**config.mk**
```make
export PLATFORM = sky130hd
export DESIGN_NAME = nps_back_flat
export DESIGN_NICKNAME = d
export VERILOG_FILES = /design/src/design/nps_pkg.sv /design/src/design/nps_if.sv /design/src/design/nps_back.sv /design/src/flat_wrapper.sv
export SDC_FILE = /design/constraint.sdc
export NUM_CORES = 1
export LEC_CHECK = 0
export ABC_AREA = 1
export BUFFER_PORTS_ARGS = -buffer_cell sky130_fd_sc_hd__buf_2
export CAP_MARGIN = 30
export CORE_MARGIN = 8
export CORE_UTILIZATION = 60
export CTS_CLUSTER_SIZE = 8
export DETAILED_ROUTE_END_ITERATION = 10
export PLACE_DENSITY = 0.79
export SYNTH_ARGS = -nofsm -noshare
export SYNTH_HDL_FRONTEND = slang
export SYNTH_SLANG_ARGS = --single-unit
export TNS_END_PERCENT = 20
```
**constraint.sdc**
```tcl
create_clock -name clk -period 22.9 [get_ports clk]
set_input_delay 2.29 -clock clk [delete_from_list [all_inputs] [get_ports clk]]
set_output_delay 2.29 -clock clk [all_outputs]
set_load 0.01 [all_outputs]
```
**src/design/nps_pkg.sv**
```systemverilog
// ----------------------------------------------------------------------------
// nps_pkg: shared types and constants of the nearest point search
// Field widths, command codes, back end states and the queue word layout.
// ----------------------------------------------------------------------------
package nps_pkg;

  localparam int COORD_W        = 14;
  localparam int SLOT_W         = 8;
  localparam int COUNT_W        = 9;
  localparam int INDEX_W        = 8;
  localparam int DIST_W         = 29;
  localparam int SQ_W           = 28;
  localparam int MAX_POINTS_DEF = 256;
  localparam int QUEUE_DEPTH    = 2;

  localparam logic [COUNT_W-1:0] COUNT_RESET = COUNT_W'(2);

  typedef enum logic [0:0] {
    CMD_LOAD  = 1'b0,
    CMD_QUERY = 1'b1
  } cmd_t;

  typedef enum logic [1:0] {
    ST_IDLE,
    ST_ISSUE,
    ST_DRAIN
  } state_t;

  typedef struct packed {
    cmd_t                       op;
    logic [SLOT_W-1:0]          slot;
    logic signed [COORD_W-1:0]  x;
    logic signed [COORD_W-1:0]  y;
  } entry_t;

endpackage

```
**src/design/nps_if.sv**
```systemverilog


interface nps_rsp_if;
  import nps_pkg::*;
  logic               valid;
  logic               ready;
  logic [INDEX_W-1:0] nearest_index;
  logic [DIST_W-1:0]  distance_squared;
  modport source (output valid, nearest_index, distance_squared, input ready);
  modport sink   (input valid, nearest_index, distance_squared, output ready);
endinterface


```
**src/design/nps_back.sv**
```systemverilog
// ----------------------------------------------------------------------------
// nps_back: table update and scan engine
// Write loads into the point RAM; scan it for queries, one point a cycle.
// ----------------------------------------------------------------------------
module nps_back #(
  parameter int MAX_POINTS = nps_pkg::MAX_POINTS_DEF
) (
  input  logic                           clk,
  input  logic                           rst,
  input  logic                           q_valid,
  input  nps_pkg::entry_t                q_entry,
  output logic                           q_pop,
  input  logic [nps_pkg::COUNT_W-1:0]    point_count,
  output logic                           ram_we,
  output logic [$clog2(MAX_POINTS)-1:0]  ram_waddr,
  output logic [2*nps_pkg::COORD_W-1:0]  ram_wdata,
  output logic [$clog2(MAX_POINTS)-1:0]  ram_raddr,
  input  logic [2*nps_pkg::COORD_W-1:0]  ram_rdata,
  nps_rsp_if.source                      rsp
);
  import nps_pkg::*;

  localparam int AW = $clog2(MAX_POINTS);
  localparam int MW = $clog2(MAX_POINTS + 1);
  localparam int LW = (COUNT_W > MW) ? COUNT_W : MW;

  state_t state, state_next;

  logic signed [COORD_W-1:0] qx;
  logic signed [COORD_W-1:0] qy;
  logic [AW-1:0]             idx;
  logic [AW-1:0]             last_idx;
  logic [AW-1:0]             last_idx_next;
  logic [LW-1:0]             cnt_ext;

  logic                      s1_valid;
  logic                      s1_last;
  logic [AW-1:0]             s1_idx;
  logic                      s2_valid;
  logic                      s2_last;
  logic [AW-1:0]             s2_idx;
  logic [SQ_W-1:0]           sq_x;
  logic [SQ_W-1:0]           sq_y;

  logic [DIST_W-1:0]         best_d;
  logic [AW-1:0]             best_i;
  logic [DIST_W-1:0]         best_d_next;
  logic [AW-1:0]             best_i_next;
  logic [DIST_W-1:0]         sum;

  logic                      out_valid;
  logic [INDEX_W-1:0]        out_index;
  logic [DIST_W-1:0]         out_dist;

  logic                      issue;
  logic                      issue_last;
  logic                      start;

  logic signed [COORD_W-1:0] px;
  logic signed [COORD_W-1:0] py;
  logic signed [COORD_W:0]   dx;
  logic signed [COORD_W:0]   dy;
  logic [COORD_W-1:0]        mag_x;
  logic [COORD_W-1:0]        mag_y;

  // clamp the count to 1 .. MAX_POINTS, keep the last index
  always_comb begin
    cnt_ext = LW'(point_count);
    if (cnt_ext == '0) begin
      last_idx_next = '0;
    end else if (cnt_ext > LW'(MAX_POINTS)) begin
      last_idx_next = AW'(MAX_POINTS - 1);
    end else begin
      last_idx_next = AW'(cnt_ext - LW'(1));
    end
  end

  always_comb begin
    state_next = state;
    unique case (state)
      ST_IDLE: begin
        if (start) begin
          state_next = ST_ISSUE;
        end
      end
      ST_ISSUE: begin
        if (issue_last) begin
          state_next = ST_DRAIN;
        end
      end
      ST_DRAIN: begin
        if (s2_valid && s2_last) begin
          state_next = ST_IDLE;
        end
      end
      default: state_next = ST_IDLE;
    endcase
  end

  always_comb begin
    q_pop      = 1'b0;
    start      = 1'b0;
    issue      = 1'b0;
    ram_we     = 1'b0;
    unique case (state)
      ST_IDLE: begin
        if (q_valid) begin
          if (q_entry.op == CMD_LOAD) begin
            q_pop  = 1'b1;
            ram_we = 1'b1;
          end else if (!out_valid) begin
            q_pop = 1'b1;
            start = 1'b1;
          end
        end
      end
      ST_ISSUE: issue = 1'b1;
      ST_DRAIN: ;
      default: ;
    endcase
  end

  assign issue_last = issue && (idx == last_idx);
  assign ram_waddr  = AW'(q_entry.slot);
  assign ram_wdata  = {q_entry.x, q_entry.y};
  assign ram_raddr  = idx;

  // distance squares from the RAM word
  assign px    = ram_rdata[2*COORD_W-1:COORD_W];
  assign py    = ram_rdata[COORD_W-1:0];
  assign dx    = {qx[COORD_W-1], qx} - {px[COORD_W-1], px};
  assign dy    = {qy[COORD_W-1], qy} - {py[COORD_W-1], py};
  assign mag_x = dx[COORD_W] ? COORD_W'(-dx) : COORD_W'(dx);
  assign mag_y = dy[COORD_W] ? COORD_W'(-dy) : COORD_W'(dy);

  // keep the running minimum, lowest index on a tie
  always_comb begin
    sum         = DIST_W'(sq_x) + DIST_W'(sq_y);
    best_d_next = best_d;
    best_i_next = best_i;
    if ((s2_idx == '0) || (sum < best_d)) begin
      best_d_next = sum;
      best_i_next = s2_idx;
    end
  end

  always_ff @(posedge clk) begin
    if (start) begin
      qx       <= q_entry.x;
      qy       <= q_entry.y;
      last_idx <= last_idx_next;
    end
    s1_last <= issue_last;
    s1_idx  <= idx;
    s2_last <= s1_last;
    s2_idx  <= s1_idx;
    sq_x    <= mag_x * mag_x;
    sq_y    <= mag_y * mag_y;
    if (s2_valid) begin
      best_d <= best_d_next;
      best_i <= best_i_next;
    end
    if (s2_valid && s2_last) begin
      out_index <= INDEX_W'(best_i_next);
      out_dist  <= best_d_next;
    end
  end

  always_ff @(posedge clk) begin
    if (rst) begin
      state     <= ST_IDLE;
      idx       <= '0;
      s1_valid  <= 1'b0;
      s2_valid  <= 1'b0;
      out_valid <= 1'b0;
    end else begin
      state    <= state_next;
      s1_valid <= issue;
      s2_valid <= s1_valid;
      if (start) begin
        idx <= '0;
      end else if (issue) begin
        idx <= idx + AW'(1);
      end
      if (s2_valid && s2_last) begin
        out_valid <= 1'b1;
      end else if (rsp.ready) begin
        out_valid <= 1'b0;
      end
    end
  end

  assign rsp.valid            = out_valid;
  assign rsp.nearest_index    = out_index;
  assign rsp.distance_squared = out_dist;

endmodule

```
**src/flat_wrapper.sv**
```systemverilog
// flat-port wrapper written by rule: the top's interface ports become plain ports
module nps_back_flat import nps_pkg::*;
#(
  parameter int MAX_POINTS = nps_pkg::MAX_POINTS_DEF
)
  (clk, rst, q_valid, q_entry, q_pop, point_count, ram_we, ram_waddr, ram_wdata, ram_raddr, ram_rdata, rsp_valid, rsp_nearest_index, rsp_distance_squared, rsp_ready);
  nps_rsp_if rsp_i ();
  input  logic clk;
  input  logic rst;
  input  logic q_valid;
  input  nps_pkg::entry_t q_entry;
  output logic q_pop;
  input  logic [nps_pkg::COUNT_W-1:0] point_count;
  output logic ram_we;
  output logic [$clog2(MAX_POINTS)-1:0] ram_waddr;
  output logic [2*nps_pkg::COORD_W-1:0] ram_wdata;
  output logic [$clog2(MAX_POINTS)-1:0] ram_raddr;
  input  logic [2*nps_pkg::COORD_W-1:0] ram_rdata;
  output wire logic [$bits(rsp_i.valid)-1:0] rsp_valid;
  output wire logic [$bits(rsp_i.nearest_index)-1:0] rsp_nearest_index;
  output wire logic [$bits(rsp_i.distance_squared)-1:0] rsp_distance_squared;
  input wire logic [$bits(rsp_i.ready)-1:0] rsp_ready;
  assign rsp_valid = rsp_i.valid;
  assign rsp_nearest_index = rsp_i.nearest_index;
  assign rsp_distance_squared = rsp_i.distance_squared;
  assign rsp_i.ready = rsp_ready;
  nps_back #(.MAX_POINTS(MAX_POINTS)) u_core (.clk(clk), .rst(rst), .q_valid(q_valid), .q_entry(q_entry), .q_pop(q_pop), .point_count(point_count), .ram_we(ram_we), .ram_waddr(ram_waddr), .ram_wdata(ram_wdata), .ram_raddr(ram_raddr), .ram_rdata(ram_rdata), .rsp(rsp_i));
endmodule
```
==> flow_summary.json <==
{
  "status": "complete, no violations",
  "relSlewSlack_pct": 47.3,
  "ctsResizeCount": 0,
  "min_path_type": "reg2reg",
  "drv_slew": 0,
  "clk_pin_slew_ns": 0.07,
  "ios": 162,
  "grt_pass1_vias": 18317,
  "cts_setup_buffers": 0,
  "grt_max_degree": 67,
  "setup_viol": 0,
  "cts_root_buf": "clkbuf_16",
  "via_count": 17692,
  "whs_path_depth": 0,
  "met2_usage_pct": 40.0,
  "firstDrtPassIters": 7,
  "syn_avg_cell_area_sq_um": 8.18,
  "maxCapViolCount": 0,
  "postCtsHoldBufs": 0,
  "synth_seq_cells": 195,
  "gr-usage-met1_pct": 29.6,
  "h-tree-depth": 4,
  "slowest_stage": "o21ai_0",
  "synth_edf_count": 110,
  "clock_path_buffers": 2,
  "antenna_found_initial": 0,
  "cpMostUsedCell": "fa_1",
  "finalHoldViolCount": 0,
  "drc": 0,
  "via_per_inst": 5.33,
  "start_kind": "input port",
  "port_buffers": 145,
  "endpoint_kind": "flip-flop",
  "initial_core_util_pct": 61.0,
  "period_needed_ns": 9.94,
  "synth_area_sq_mm": 0.0223,
  "rsz0062_at_grt": "no",
  "track_usage_pct": 23.8,
  "synthCells": 2728,
  "max_stage_delay_ns": 0.55,
  "fmax_mhz": 101,
  "crit_start": "ram_rdata[14]",
  "reg2reg_slack_ns": 14.55,
  "path_class": "in2reg",
  "rows": 70,
  "drtAntennaViolNets": 0,
  "seq_area_frac_synth_pct": 22.4,
  "grtUsageMet3_pct": 7.03,
  "syn-num-nets": 3299,
  "critPathCapture": "u_core.sq_x[26]$_DFF_P_",
  "die-area_sq_mm": 0.0436,
  "dp_hpwl_microns": 43200,
  "reg2regPathDepth": 34,
  "worstMarginPinSlew_ns": 0.790,
  "die_w_microns": 209,
  "gp_congestion": 0.954,
  "final_nets": 3411,
  "fp.dieH_microns": 209,
  "grt_busiest_layer": "met2",
  "synth_flop_cell": "edfxtp_1",
  "yosysWarnings": 0,
  "finClkSkew_ns": 0.0184,
  "cp_max_fo": 13,
  "layout-drive-gt1-share_pct": 9.29,
  "drt-initial-drc-count": 1109,
  "critPathRequiredTime_ns": 23.27,
  "grt_pass1_wl_microns": 85700,
  "clock-sinks": 195,
  "async_flop_share_pct": 0,
  "grt_overflow": 0,
  "cts_buffers": 17,
  "reg2reg_from": "u_core.qx[0]$_DFFE_PP_",
  "syn_to_final_growth_pct": 7.27,
  "period_share_pct": 43.4,
  "fillers": 3077,
  "finalSetupTns_ns": 0,
  "arrival_ns": 10.31,
  "regToRegEndpoint": "u_core.sq_x[26]$_DFF_P_",
  "tritoncts": "built",
  "core_region_area_sq_mm": 0.0366,
  "routed_wl_microns": 51200,
  "clock_latency_ns": 0.45,
  "wire_per_inst_microns": 15.4,
  "synth_cell_types": 57
}
cell families after synthesis:
group | share of synthesized area (%)
DFF | 22.4
muxes | 0.0505
xor gates and xnor gates | 4.32
adders and majority gates | 35.5
AOI/OAI and AO/OA | 7.03
and+or+nand+nor | 18.7
buffers and inverters | 12.0
how the worst min path moves through the flow:
stage / slack [ns] / endpoint / start
3_5_place_dp: 0.31 / u_core.s2_idx[1]$_DFF_P_ / u_core.s1_idx[1]$_DFF_P_
6_report: 0.33 / u_core.s2_idx[0]$_DFF_P_ / u_core.s1_idx[0]$_DFF_P_
2_1_floorplan: 0.31 / u_core.s2_idx[0]$_DFF_P_ / u_core.s1_idx[0]$_DFF_P_
3_3_place_gp: 0.31 / u_core.s2_last$_DFF_P_ / u_core.s1_last$_DFF_P_
4_1_cts: 0.33 / u_core.s2_idx[1]$_DFF_P_ / u_core.s1_idx[1]$_DFF_P_
5_1_grt: 0.33 / u_core.s2_idx[3]$_DFF_P_ / u_core.s1_idx[3]$_DFF_P_
cell type report:
class / instances / area [sq um] / share of cell area (%)
clock inverters: 15 / 183 / 0.763
multi-input cells: 1863 / 14600 / 61.1
diodes: 1 / 2.50 / 0.0105
inverters: 612 / 2300 / 9.62
repair buffers: 151 / 796 / 3.32
well taps: 468 / 586 / 2.45
clock buffers: 17 / 425 / 1.78
flip-flops and latches: 195 / 5010 / 20.9
sequential cells by signal, indices dropped and copies added, names as in the netlist, 14 cells and up:
signal	cells
u_core.best_d	29
u_core.qx	14
u_core.qy	14
u_core.rsp.distance_squared	29
u_core.sq_x	27
u_core.sq_y	27
Yosys cell counts, types with 4 or more instances:
cell	instances	area share, %
o21ai_0	94	2.1
inv_2	14	0.24
a21o_1	7	0.24
a21oi_1	126	2.8
ha_1	260	15
buf_4	38	1.3
o211ai_1	4	0.13
or2_2	6	0.17
inv_1	593	10
xor2_1	64	2.5
nand4_1	28	0.79
o21bai_1	12	0.40
nor4_1	6	0.17
nand2_1	554	9.3
buf_2	4	0.090
nor3_1	21	0.47
a31oi_1	11	0.31
nand3_1	104	2.3
fa_1	233	21
xnor2_1	30	1.2
xor2_2	7	0.51
dfxtp_1	85	7.6
clkbuf_1	14	0.24
edfxtp_1	110	15
nor3b_1	5	0.17
nand2_2	25	0.70
nor2_2	7	0.20
nor2_1	210	3.5
a21boi_0	5	0.17
nand3b_1	7	0.24
metal layers:
layer / routed length [microns] / part of all wire, %
met5: 0 / 0
met3: 4250 / 8.3
met4: 1100 / 2.2
met1: 21700 / 42
met2: 24200 / 47
per-stage QoR:
stage          instance area, sq um  hold slack, ns  std cells  util [%]  worst slack [ns]
2_1_floorplan                 22300           0.310       2728         -             13.78
3_3_place_gp                  23300           0.311       3287      63.6             12.75
3_5_place_dp                  23300           0.312       3287      63.6             12.56
4_1_cts                       23900           0.329       3319      65.3             13.00
5_1_grt                       23900           0.332       3321      65.4             12.48
6_report                      23900           0.328       3322      65.4             12.96
worst max-delay path, delay by kind of cell:
| kind | cells | cell delay, ns |
|---|---|---|
| fa+ha+maj | 9 | 3.97 |
| compound gates | 3 | 1.12 |
| simple gates | 13 | 1.55 |
| buf+inv | 7 | 0.72 |
| xor+xnor | 2 | 0.64 |
cells in the final DEF (no fill, tap or decap), types with 4 or more instances in the layout:
cell type  instances
inv_1            593
nand2_1          553
ha_1             260
fa_1             233
nor2_1           210
buf_2            145
a21oi_1          126
edfxtp_1         110
nand3_1          104
o21ai_0           94
dfxtp_1           84
xor2_1            64
xnor2_1           30
nand4_1           28
nand2_2           26
nor3_1            21
clkbuf_16         17
inv_2             14
o21bai_1          12
a31oi_1           11
nand3b_1           7
xor2_2             7
nor2_2             7
a21o_1             7
or2_2              6
nor4_1             6
inv_8              6
a21boi_0           5
nor3b_1            5
clkinv_1           4
o211ai_1           4
buf_4              4
Power is not shown: default switching activity piles up to over one toggle a cycle in this logic, so the estimate is an artifact.
