--- config.mk ---
export PLATFORM = sky130hd
export DESIGN_NAME = nps_fifo
export DESIGN_NICKNAME = d
export VERILOG_FILES = /design/src/design/nps_fifo.sv
export SDC_FILE = /design/constraint.sdc
export NUM_CORES = 1
export LEC_CHECK = 0
export ABC_AREA = 1
export BUFFER_PORTS_ARGS = -buffer_cell sky130_fd_sc_hd__buf_2
export CORE_ASPECT_RATIO = 1.2
export CORE_MARGIN = 10
export CORE_UTILIZATION = 45
export DETAILED_ROUTE_END_ITERATION = 12
export PLACE_DENSITY_LB_ADDON = 0.25
export SLEW_MARGIN = 20
export SYNTH_ARGS = -nofsm -noshare
export SYNTH_HDL_FRONTEND = slang
export SYNTH_SLANG_ARGS = --single-unit
--- constraint.sdc ---
create_clock -name clk -period 5.8 [get_ports clk]
set_input_delay 0 -clock clk [delete_from_list [all_inputs] [get_ports clk]]
set_output_delay 0 -clock clk [all_outputs]
set_load 0.02 [all_outputs]
--- src/design/nps_fifo.sv ---
// ----------------------------------------------------------------------------
// nps_fifo: short queue between front and back end
// Register based FIFO; depth is a power of two.
// ----------------------------------------------------------------------------
module nps_fifo #(
  parameter int WIDTH = 37,
  parameter int DEPTH = 2
) (
  input  logic             clk,
  input  logic             rst,
  input  logic             push,
  input  logic [WIDTH-1:0] push_data,
  output logic             full,
  input  logic             pop,
  output logic             not_empty,
  output logic [WIDTH-1:0] pop_data
);

  localparam int PW = (DEPTH > 1) ? $clog2(DEPTH) : 1;
  localparam int CW = $clog2(DEPTH + 1);

  logic [WIDTH-1:0] mem [DEPTH];
  logic [PW-1:0]    wr_ptr;
  logic [PW-1:0]    rd_ptr;
  logic [CW-1:0]    fill;

  assign full      = (fill == CW'(DEPTH));
  assign not_empty = (fill != '0);
  assign pop_data  = mem[rd_ptr];

  always_ff @(posedge clk) begin
    if (push) begin
      mem[wr_ptr] <= push_data;
    end
  end

  always_ff @(posedge clk) begin
    if (rst) begin
      wr_ptr <= '0;
      rd_ptr <= '0;
      fill   <= '0;
    end else begin
      if (push) begin
        wr_ptr <= wr_ptr + PW'(1);
      end
      if (pop) begin
        rd_ptr <= rd_ptr + PW'(1);
      end
      if (push && !pop) begin
        fill <= fill + CW'(1);
      end else if (pop && !push) begin
        fill <= fill - CW'(1);
      end
    end
  end

endmodule

==> results.py, run 1 <==
metrics = {
    "outcome": {
        "status": "complete, no violations",
    },
    "route": {
        "vias": 1664,
        "via_per_inst": 4.53,
        "drc_errors": 0,
        "routed_wl_mm": 5.64,
        "drtPass1Iterations": 4,
        "drt_iter0_markers": 119,
        "ant_nets": 0,
        "wire_per_inst_um": 15.4,
    },
    "floorplanning": {
        "rows": 32,
        "initial_core_util_pct": 46.7,
        "die_w_um": 95.1,
        "die_h_um": 110,
        "core-area_um2": 6530,
        "pin_count": 80,
        "die-area_um2": 10500,
    },
    "synthesis": {
        "synth_compound_area_share_pct": 0.328,
        "synthesis.nets": 190,
        "synth_top_family_by_area": "multiplexers",
        "synth.distinct_cells": 16,
        "synth_xor_area_share_pct": 0.287,
        "ys_seq_elements": 79,
        "synth.area.mux_share_pct": 17.4,
        "yosys.area_share.simple_pct": 2.01,
        "yosys_warnings": 0,
        "syn-mean-instance-area_um2": 20.6,
        "synth_fa_ha_area_share_pct": 0.410,
        "yosysSeqAreaShare_pct": 76.2,
        "synthesis.area_um2": 3050,
        "synthCells": 148,
    },
    "place": {
        "dpl.hpwl_mm": 3.65,
        "placed_cells": 310,
        "gp_congestion": 0.670,
        "io_buffers": 79,
        "post-place-ws_ns": 4.02,
    },
    "clocking": {
        "cts-root-buf": "clkbuf_8",
        "htreeDepth": 3,
        "cts_tree": "built",
        "clkSinkCount": 79,
        "clk_latency_ns": 0.33,
        "clk_path_buf_depth": 2,
        "cts_buffers": 9,
        "clk_pin_slew_worst_paths_ns": 0.07,
    },
    "layout": {
        "area_growth_pct": 36.6,
        "stdcell_count": 367,
        "n_antenna_cell": 0,
        "fin_nets": 320,
        "final_util_pct": 63.8,
        "drive_gt1_share_pct": 47.2,
    },
    "worst_hold_path": {
        "hold_path_end": "mem[1][30]",
        "hp-start": "push_data[30]",
        "min_path_type": "in2reg",
        "holdPathStages": 2,
    },
    "global_route": {
        "antenna_found_initial": 0,
        "grt_usage_pct": 11.1,
        "grt_pass1_vias": 1818,
        "gr-total-overflow": 0,
        "grt_pass1_wl_mm": 8.85,
        "grt_max_degree": 38,
    },
    "critical_path": {
        "cp_max_fo": 37,
        "ff2ff_path_depth": 3,
        "r2r-start": "wr_ptr",
        "worstSetupPathType": "reg2out",
        "crit_path_start_kind": "register",
        "max_stage_delay_ns": 0.52,
        "worstSetupEndpointType": "output pin",
        "slowest_stage": "buf_4",
        "cp.arrival_ns": 1.76,
        "r2r_end": "mem[1][36]",
        "reg2reg_slack_ns": 4.05,
        "cp.required_ns": 5.80,
        "crit_chain": "buf_4, mux2_2, buf_2",
    },
    "power": {
        "p_per_area_nw_per_um2": 316,
        "p_leak_nw": 1.70,
        "total_power_w": 0.00132,
        "ir_drop_uv": 197,
    },
    "sta": {
        "fin_skew_ns": 0.00472,
        "rsz0062_at_grt": "no",
        "slew_headroom_pct": 48.4,
        "layout_setup_ws_ns": 4.04,
        "fin_crit_sh_pct": 30.3,
        "max_freq_mhz": 570,
        "tns_ns": 0,
        "period_minus_slack_ns": 1.76,
        "setup_violations": 0,
        "worst_pin_slew_ns": 0.772,
        "report.final.slew_viol_count": 0,
        "finalHoldViolCount": 0,
    },
    "flow_run": {
        "drv_cap": 0,
    },
}
[state kept, by name, summed over array words and instances, names as in the netlist, named ones only]
register and count:
mem 74, fill 2, rd_ptr 1, wr_ptr 1
[placed cells by master (no fill, tap or decap), drive strengths merged, types with 2 or more instances in the layout]
| cell type | count |
|---|---|
| buf | 82 |
| bufinv | 3 |
| clkbuf | 10 |
| clkinv | 2 |
| dfxtp | 5 |
| dlygate4sd3 | 41 |
| edfxtp | 74 |
| inv | 9 |
| mux2 | 37 |
| nand2 | 6 |
| nor2 | 6 |
[cell families after synthesis]
family                   after synthesis
flip-flops                            79
multiplexers                          37
AND/OR/NAND/NOR                       15
buffers and inverters                 13
AO/OA/AOI/OAI                          2
XOR/XNOR                               1
adder cells (fa/ha/maj)                1
[worst max path at each step]
stage | to | slack, ns | cells after the start
after CTS | pop_data[24] | 4.00 | 3
after detailed placement | mem[1][7] | 4.02 | 3
after global routing | mem[1][28] | 3.94 | 3
after floorplan | mem[0][0] | 3.49 | 1
final | pop_data[16] | 4.04 | 3
after global placement | mem[1][10] | 4.04 | 3
[layout make-up]
class	count	area [µm²]
inverters	9	33.8
clock inverters	5	97.6
repair buffers	123	848
flip-flops and latches	79	2320
well taps	85	106
multi-input cells	56	629
fillers	472	2360
clock buffers	10	128
[metal layers]
metal | GRT usage, % | vias to the layer above | part of all wire, %
li1 | - | 816 | -
met1 | 11.1 | 791 | 35
met2 | 19.9 | 47 | 56
met3 | 3.99 | 10 | 7.0
met4 | 5.14 | 0 | 1.5
met5 | 0 | - | 0
[metrics by stage]
| stage | area, µm² | hold slack, ns |
|---|---|---|
| CTS | 4140 | 0.373 |
| detailed placement | 3500 | 0.192 |
| global route | 4170 | 0.383 |
| global placement | 3500 | 0.189 |
| finish | 4170 | 0.391 |
| floorplan | 3050 | 0.0724 |
[cells in the mapped netlist (all sizes together)]
master	count	area, µm²
a21oi	1	5.00
buf	4	71.3
dfxtp	5	100
edfxtp	74	2220
ha	1	12.5
inv	9	33.8
mux2	37	529
nand2	6	22.5
nand3	1	5.00
nand4	1	6.26
nor2	6	22.5
nor3	1	5.00
o21ai	1	5.00
xnor2	1	8.76
[critical path: cells and delay by family, from the launching register on]
| kind | cells | cell delay, ns |
|---|---|---|
| buffers and inverters | 2 | 0.68 |
| multiplexers | 1 | 0.40 |
| flip-flops | 1 | 0.31 |
[where the power goes]
part / total (W) / internal, W / switching, W
clock network: 0.000456 / 0.000281 / 0.000175
logic: 0.000196 / 0.0000954 / 0.000100
registers: 0.000666 / 0.000658 / 0.00000806
total: 0.00132 / 0.00103 / 0.000283
[timing repair]
item                                   4_1_cts  5_1_grt
endpoints found under the hold margin       79        0
hold buffers                                41        0
gates resized for setup                      0        0
buffers inserted                             0        0
Note: power is estimated with default switching activity, not from simulation.
==> inputs of run 2 (changes only) <==
ABC_AREA = 0   (was 1)
clock period = 1.7 ns   (was 5.8 ns; I/O delays follow)
==> run 2 against run 1 <==
Net effect: area after synthesis fell by 5.3%; highest routed layer unchanged; clock power grew to 3.0 times the previous value; via count fell by 0.72%; critical endpoint is now pop_data[31]; synthesized cell count down 7.4%; critical path type unchanged.
==> results.py, run 2 <==
metrics = {
    "outcome": {
        "status": "complete, no violations",
    },
    "global_route": {
        "gr-total-overflow": 0,
        "grt_usage_pct": 12.0,
        "grt_pass1_wl_mm": 9.20,
        "grt_pass1_vias": 1833,
        "grt_max_degree": 27,
        "antenna_found_initial": 0,
    },
    "layout": {
        "regMostFlops": "mem",
        "n_antenna_cell": 0,
        "drive_gt1_share_pct": 51.8,
        "top_regs": "mem x74, fill x2",
        "stdcell_count": 356,
        "fin_nets": 311,
        "final_cell_mix": "buf_2 (79), edfxtp_1 (74), dlygate4sd3_1 (40), mux2_2 (37), clkbuf_8 (11)",
        "final_common_cell": "buf_2",
        "largest_reg_flops": 74,
        "fillers": 458,
        "multi_input_area_um2": 532,
        "regArea_um2": 2320,
        "area_growth_pct": 39.0,
    },
    "sta": {
        "finalHoldViolCount": 0,
        "worst_pin_slew_ns": 0.357,
        "max_freq_mhz": 661,
        "fin_crit_sh_pct": 88.9,
        "report.final.slew_viol_count": 0,
        "layout_setup_ws_ns": 0.188,
        "rsz0062_at_grt": "no",
        "setup_violations": 0,
        "period_minus_slack_ns": 1.51,
        "slew_headroom_pct": 76.2,
        "tns_ns": 0,
        "fin_skew_ns": 0.00873,
    },
    "route": {
        "via_per_inst": 4.64,
        "drtPass1Iterations": 3,
        "drt_iter0_markers": 80,
        "vias": 1652,
        "routed_wl_mm": 5.83,
        "drc_errors": 0,
        "wire_per_inst_um": 16.4,
        "ant_nets": 0,
    },
    "synthesis": {
        "synthTopCellsByCount": "edfxtp_1 (74), mux2_2 (37), dfxtp_1 (5), nor2_1 (4), buf_6 (3)",
        "yosysTopAreaCellShare_pct": 76.9,
        "ys.flop_type": "edfxtp_1",
        "yosysSeqAreaShare_pct": 80.4,
        "post-synth-top-count-cell": "edfxtp_1",
        "yosysTopAreaCell": "edfxtp_1",
        "syn-mean-instance-area_um2": 21.1,
        "synthesis.nets": 179,
        "synthCells": 137,
        "ys_seq_elements": 79,
        "synthArstFlopShare_pct": 0,
        "yosys_warnings": 0,
        "synthesis.area_um2": 2890,
        "synth-edff-count": 74,
        "synth_area_leaders": "edfxtp_1 (77%), mux2_2 (14%), dfxtp_1 (3.5%)",
        "synth.distinct_cells": 17,
    },
    "critical_path": {
        "cp_max_fo": 23,
        "max_stage_delay_ns": 0.38,
        "r2r_end": "mem[0][10]",
        "critical_path.endpoint": "pop_data[31]",
        "reg2reg_slack_ns": 0.55,
        "slowest_stage": "mux2_2",
        "crit_family": "buffers and inverters",
        "cp.required_ns": 1.70,
        "crit_path_start_kind": "register",
        "worstSetupPathType": "reg2out",
        "critPathBufInv": 2,
        "ff2ff_path_depth": 2,
        "cp.arrival_ns": 1.51,
        "r2r-start": "wr_ptr",
        "worstSetupEndpointType": "output pin",
        "crit_chain": "buf_4, mux2_2, buf_2",
        "cp.depth": 3,
    },
    "power": {
        "total_power_w": 0.00430,
        "p_leak_nw": 1.56,
        "ir_drop_uv": 729,
        "p_per_area_nw_per_um2": 1070,
    },
    "place": {
        "post-place-ws_ns": 0.531,
        "gp_congestion": 0.676,
        "io_buffers": 79,
        "dpl.hpwl_mm": 3.86,
        "placed_cells": 300,
    },
    "floorplanning": {
        "die_w_um": 93.1,
        "rows": 31,
        "initial_core_util_pct": 47.1,
        "core-area_um2": 6130,
        "pin_count": 80,
        "die-area_um2": 10000,
        "die_h_um": 108,
    },
    "flow_run": {
        "drv_cap": 0,
    },
    "clocking": {
        "clkSinkCount": 79,
        "clk_path_buf_depth": 2,
        "cts-root-buf": "clkbuf_8",
        "cts_tree": "built",
        "htreeDepth": 3,
        "post-cts-setup-buffer-count": 0,
        "cts_buffers": 9,
        "clk_latency_ns": 0.34,
        "clk_pin_slew_worst_paths_ns": 0.08,
    },
    "worst_hold_path": {
        "holdPathStages": 2,
        "min_path_type": "in2reg",
    },
}
[run 2: report_power, final]
group	internal, W	total [W]	leakage, nW	switching [W]
combinational	0.000301	0.000651	0.713	0.000350
sequential	0.00226	0.00230	0.736	0.0000350
clock	0.000751	0.00135	0.106	0.000603
total	0.00331	0.00430	1.56	0.000989
[run 2: worst reg2reg max path, cell delays in order, from the launching register on]
cell,delay (ns)
dfxtp_1,0.35
nor2b_4,0.12
buf_4,0.34
[run 2: area by class of cell]
class	count	share of cell area (%)
clock buffers	12	3.86
clock inverters	4	1.12
inverters	1	0.0935
multi-input cells	53	13.2
flip-flops and latches	79	57.9
well taps	82	2.56
repair buffers	125	21.3
[run 2: layer usage]
metal  wire length (µm)  GRT usage [%]
met5                  0              0
met4                103           6.29
met3                337           4.12
met2               2980           20.5
met1               2410           12.9
[run 2: repair_timing]
action                                 4_1_cts  5_1_grt
endpoints found under the hold margin       79        0
gates resized for setup                      0        0
hold buffers                                40        0
[run 2: worst min path at each step]
| stage | start | to | slack (ns) |
|---|---|---|---|
| 2_1_floorplan | rst | fill[1] | 0.07 |
| 3_3_place_gp | push_data[29] | mem[0][29] | 0.19 |
| 3_5_place_dp | push_data[13] | mem[0][13] | 0.19 |
| 4_1_cts | push_data[3] | mem[0][3] | 0.37 |
| 5_1_grt | push_data[27] | mem[0][27] | 0.37 |
| 6_report | push_data[14] | mem[0][14] | 0.38 |
[run 2: cells by family after synthesis]
group	synth area share, %
xor+xnor	1.21
fa+ha+maj	0.433
flops	80.4
buf+inv	1.47
compound gates	0.346
mux	14.4
simple gates	1.69
[run 2: stage by stage]
step | hold WS, ns | area, µm² | util (%)
3_3_place_gp | 0.187 | 3410 | 55.7
6_report | 0.382 | 4020 | 65.5
4_1_cts | 0.366 | 4020 | 65.5
2_1_floorplan | 0.0691 | 2900 | -
5_1_grt | 0.370 | 4020 | 65.5
3_5_place_dp | 0.192 | 3410 | 55.7
==> inputs of run 3 (changes only) <==
CORE_UTILIZATION = 51   (was 45)
PLACE_DENSITY = 0.82   (was not set)
PLACE_DENSITY_LB_ADDON = not set   (was 0.25)
==> run 3 against run 2 <==
Net effect: flip-flop and latch count did not move; global-route usage rose by 1.8 points; via count rose by 0.24%; non-clock buffer count did not move; hold slack got worse by 0.0037 ns; die area fell by 9.5%; maximum frequency fell by 5.5%; critical endpoint is now pop_data[26].
==> results.py, run 3 (synthesis gave the netlist of run 2 again) <==
metrics = {
    "worst_hold_path": {
        "holdPathStages": 2,
        "min_path_type": "in2reg",
    },
    "floorplanning": {
        "rows": 29,
        "die_h_um": 102,
        "core-area_um2": 5410,
        "initial_core_util_pct": 53.4,
        "die_w_um": 88.7,
        "die-area_um2": 9080,
        "pin_count": 80,
    },
    "layout": {
        "final_cell_mix": "buf_2 (79), edfxtp_1 (74), dlygate4sd3_1 (41), mux2_2 (37), clkbuf_8 (9)",
        "final_common_cell": "buf_2",
        "fillers": 321,
        "stdcell_area_um2": 4030,
        "fin_nets": 311,
        "largest_reg_flops": 74,
        "n_antenna_cell": 0,
        "top_regs": "mem x74, fill x2",
        "drive_gt1_share_pct": 51.5,
        "area_growth_pct": 39.5,
        "regMostFlops": "mem",
    },
    "route": {
        "wire_per_inst_um": 17.2,
        "drtPass1Iterations": 6,
        "drt_iter0_markers": 70,
        "via_per_inst": 4.93,
        "vias": 1656,
        "routed_wl_mm": 5.78,
        "ant_nets": 0,
        "drc_errors": 0,
    },
    "place": {
        "dpl.hpwl_mm": 3.88,
        "gp_congestion": 0.696,
        "io_buffers": 79,
        "place_area_um2": 3380,
    },
    "clocking": {
        "post-cts-setup-buffer-count": 0,
        "cts_tree": "built",
        "htreeDepth": 3,
        "clk_latency_ns": 0.34,
        "cts_buffers": 9,
        "clkSinkCount": 79,
        "cts-root-buf": "clkbuf_8",
        "clk_path_buf_depth": 2,
        "clk_pin_slew_worst_paths_ns": 0.08,
    },
    "sta": {
        "max_freq_mhz": 625,
        "slew_headroom_pct": 79.7,
        "rsz0062_at_grt": "no",
        "report.final.slew_viol_count": 0,
        "fin_crit_sh_pct": 94.1,
        "fin_skew_ns": 0.00777,
        "hold_ws_ns": 0.378,
        "setup_violations": 0,
        "worst_pin_slew_ns": 0.304,
        "period_minus_slack_ns": 1.60,
        "finalHoldViolCount": 0,
    },
    "critical_path": {
        "cp.depth": 3,
        "crit_chain": "buf_12, mux2_2, buf_2",
        "worstSetupPathType": "reg2out",
        "worstSetupEndpointType": "output pin",
        "cp_max_fo": 28,
        "cp.required_ns": 1.70,
        "crit_family": "flip-flops",
        "crit_path_start_kind": "register",
        "critPathBufInv": 2,
        "ff2ff_path_depth": 3,
        "cp.arrival_ns": 1.60,
        "max_stage_delay_ns": 0.48,
        "slowest_stage": "dfxtp_2",
    },
    "flow_run": {
        "drv_cap": 0,
    },
    "power": {
        "clkPwrFrac_pct": 35.1,
        "ir_drop_uv": 766,
        "total_power_w": 0.00455,
        "seqPwrFrac_pct": 50.7,
        "p_comb_share_pct": 14.2,
        "internal-power_w": 0.00354,
        "switchingPower_w": 0.00101,
        "p_per_area_nw_per_um2": 1130,
        "p_sw_share_pct": 22.2,
        "p_leak_nw": 1.57,
    },
    "global_route": {
        "gr-total-overflow": 0,
        "grt_max_degree": 29,
        "antenna_found_initial": 0,
        "grt_usage_pct": 13.8,
        "grt_pass1_wl_mm": 9.43,
        "grt_pass1_vias": 1917,
    },
    "outcome": {
        "status": "complete, no violations",
    },
}
## run 3: cell types whose count changed in the layout (fill, tap and decap cells not counted)
cell | previous run | this run
bufinv_16 | 1 | 3
clkbuf_8 | 11 | 9
buf_4 | 5 | 4
clkinv_2 | 3 | 2
clkinv_4 | 0 | 1
dlygate4sd3_1 | 40 | 41
## run 3: repair_timing
action                                 4_1_cts  5_1_grt
hold buffers                                41        0
endpoints found under the hold margin       79        0
resized for setup                            0        0
## run 3: worst register-to-register path, cell delays in order (launching register included)
cell	delay, ns
dfxtp_1	0.32
xnor2_1	0.20
nor2_1	0.06
dlygate4sd3_1	0.55
## run 3: power groups by stage
stage	registers [W]	clock network, W	logic [W]
final	0.00231	0.00160	0.000645
after global routing	0.00232	0.00171	0.000696
after CTS	0.00231	0.00163	0.000655
after detailed placement	0.00235	0	0.000576
after global placement	0.00234	0	0.000565
after floorplan	0.00233	0	0.000375
## run 3: through the flow
stage,util [%],TNS [ns],setup WS [ns],std cells
final,74.5,0,0.100,336
after global routing,74.5,0,0.0403,336
after CTS,74.5,0,0.0812,336
after detailed placement,62.6,0,0.459,279
after global placement,62.6,0,0.461,279
after floorplan,-,-0.667,-0.0180,137
## run 3: final timing paths
| check | start | end | slack (ns) |
|---|---|---|---|
| max | register | pop_data[26] | 0.10 |
| min | push_data[26] | mem[0][26] | 0.38 |
| max reg2reg | rd_ptr | register | 0.47 |
| min reg2reg | fill[1] | fill[1] | 0.51 |
## run 3: final cells by class
cell class                      instances  area [µm²]  share of cell area, %
Tap cell                               62        77.6                   1.93
Inverter                                1        3.75                 0.0932
Sequential cell                        79        2320                   57.7
Clock inverter                          6         109                   2.70
Timing Repair Buffer                  125         856                   21.2
Multi-Input combinational cell         53         532                   13.2
Clock buffer                           10         128                   3.17
## run 3: layer usage
layer  GRT usage [%]  vias up  part of all wire (%)
li1                -      793                     -
met1            14.8      796                    39
met2            23.6       54                    52
met3            4.54       13                   6.4
met4            7.60        0                   2.6
met5               0        -                     0
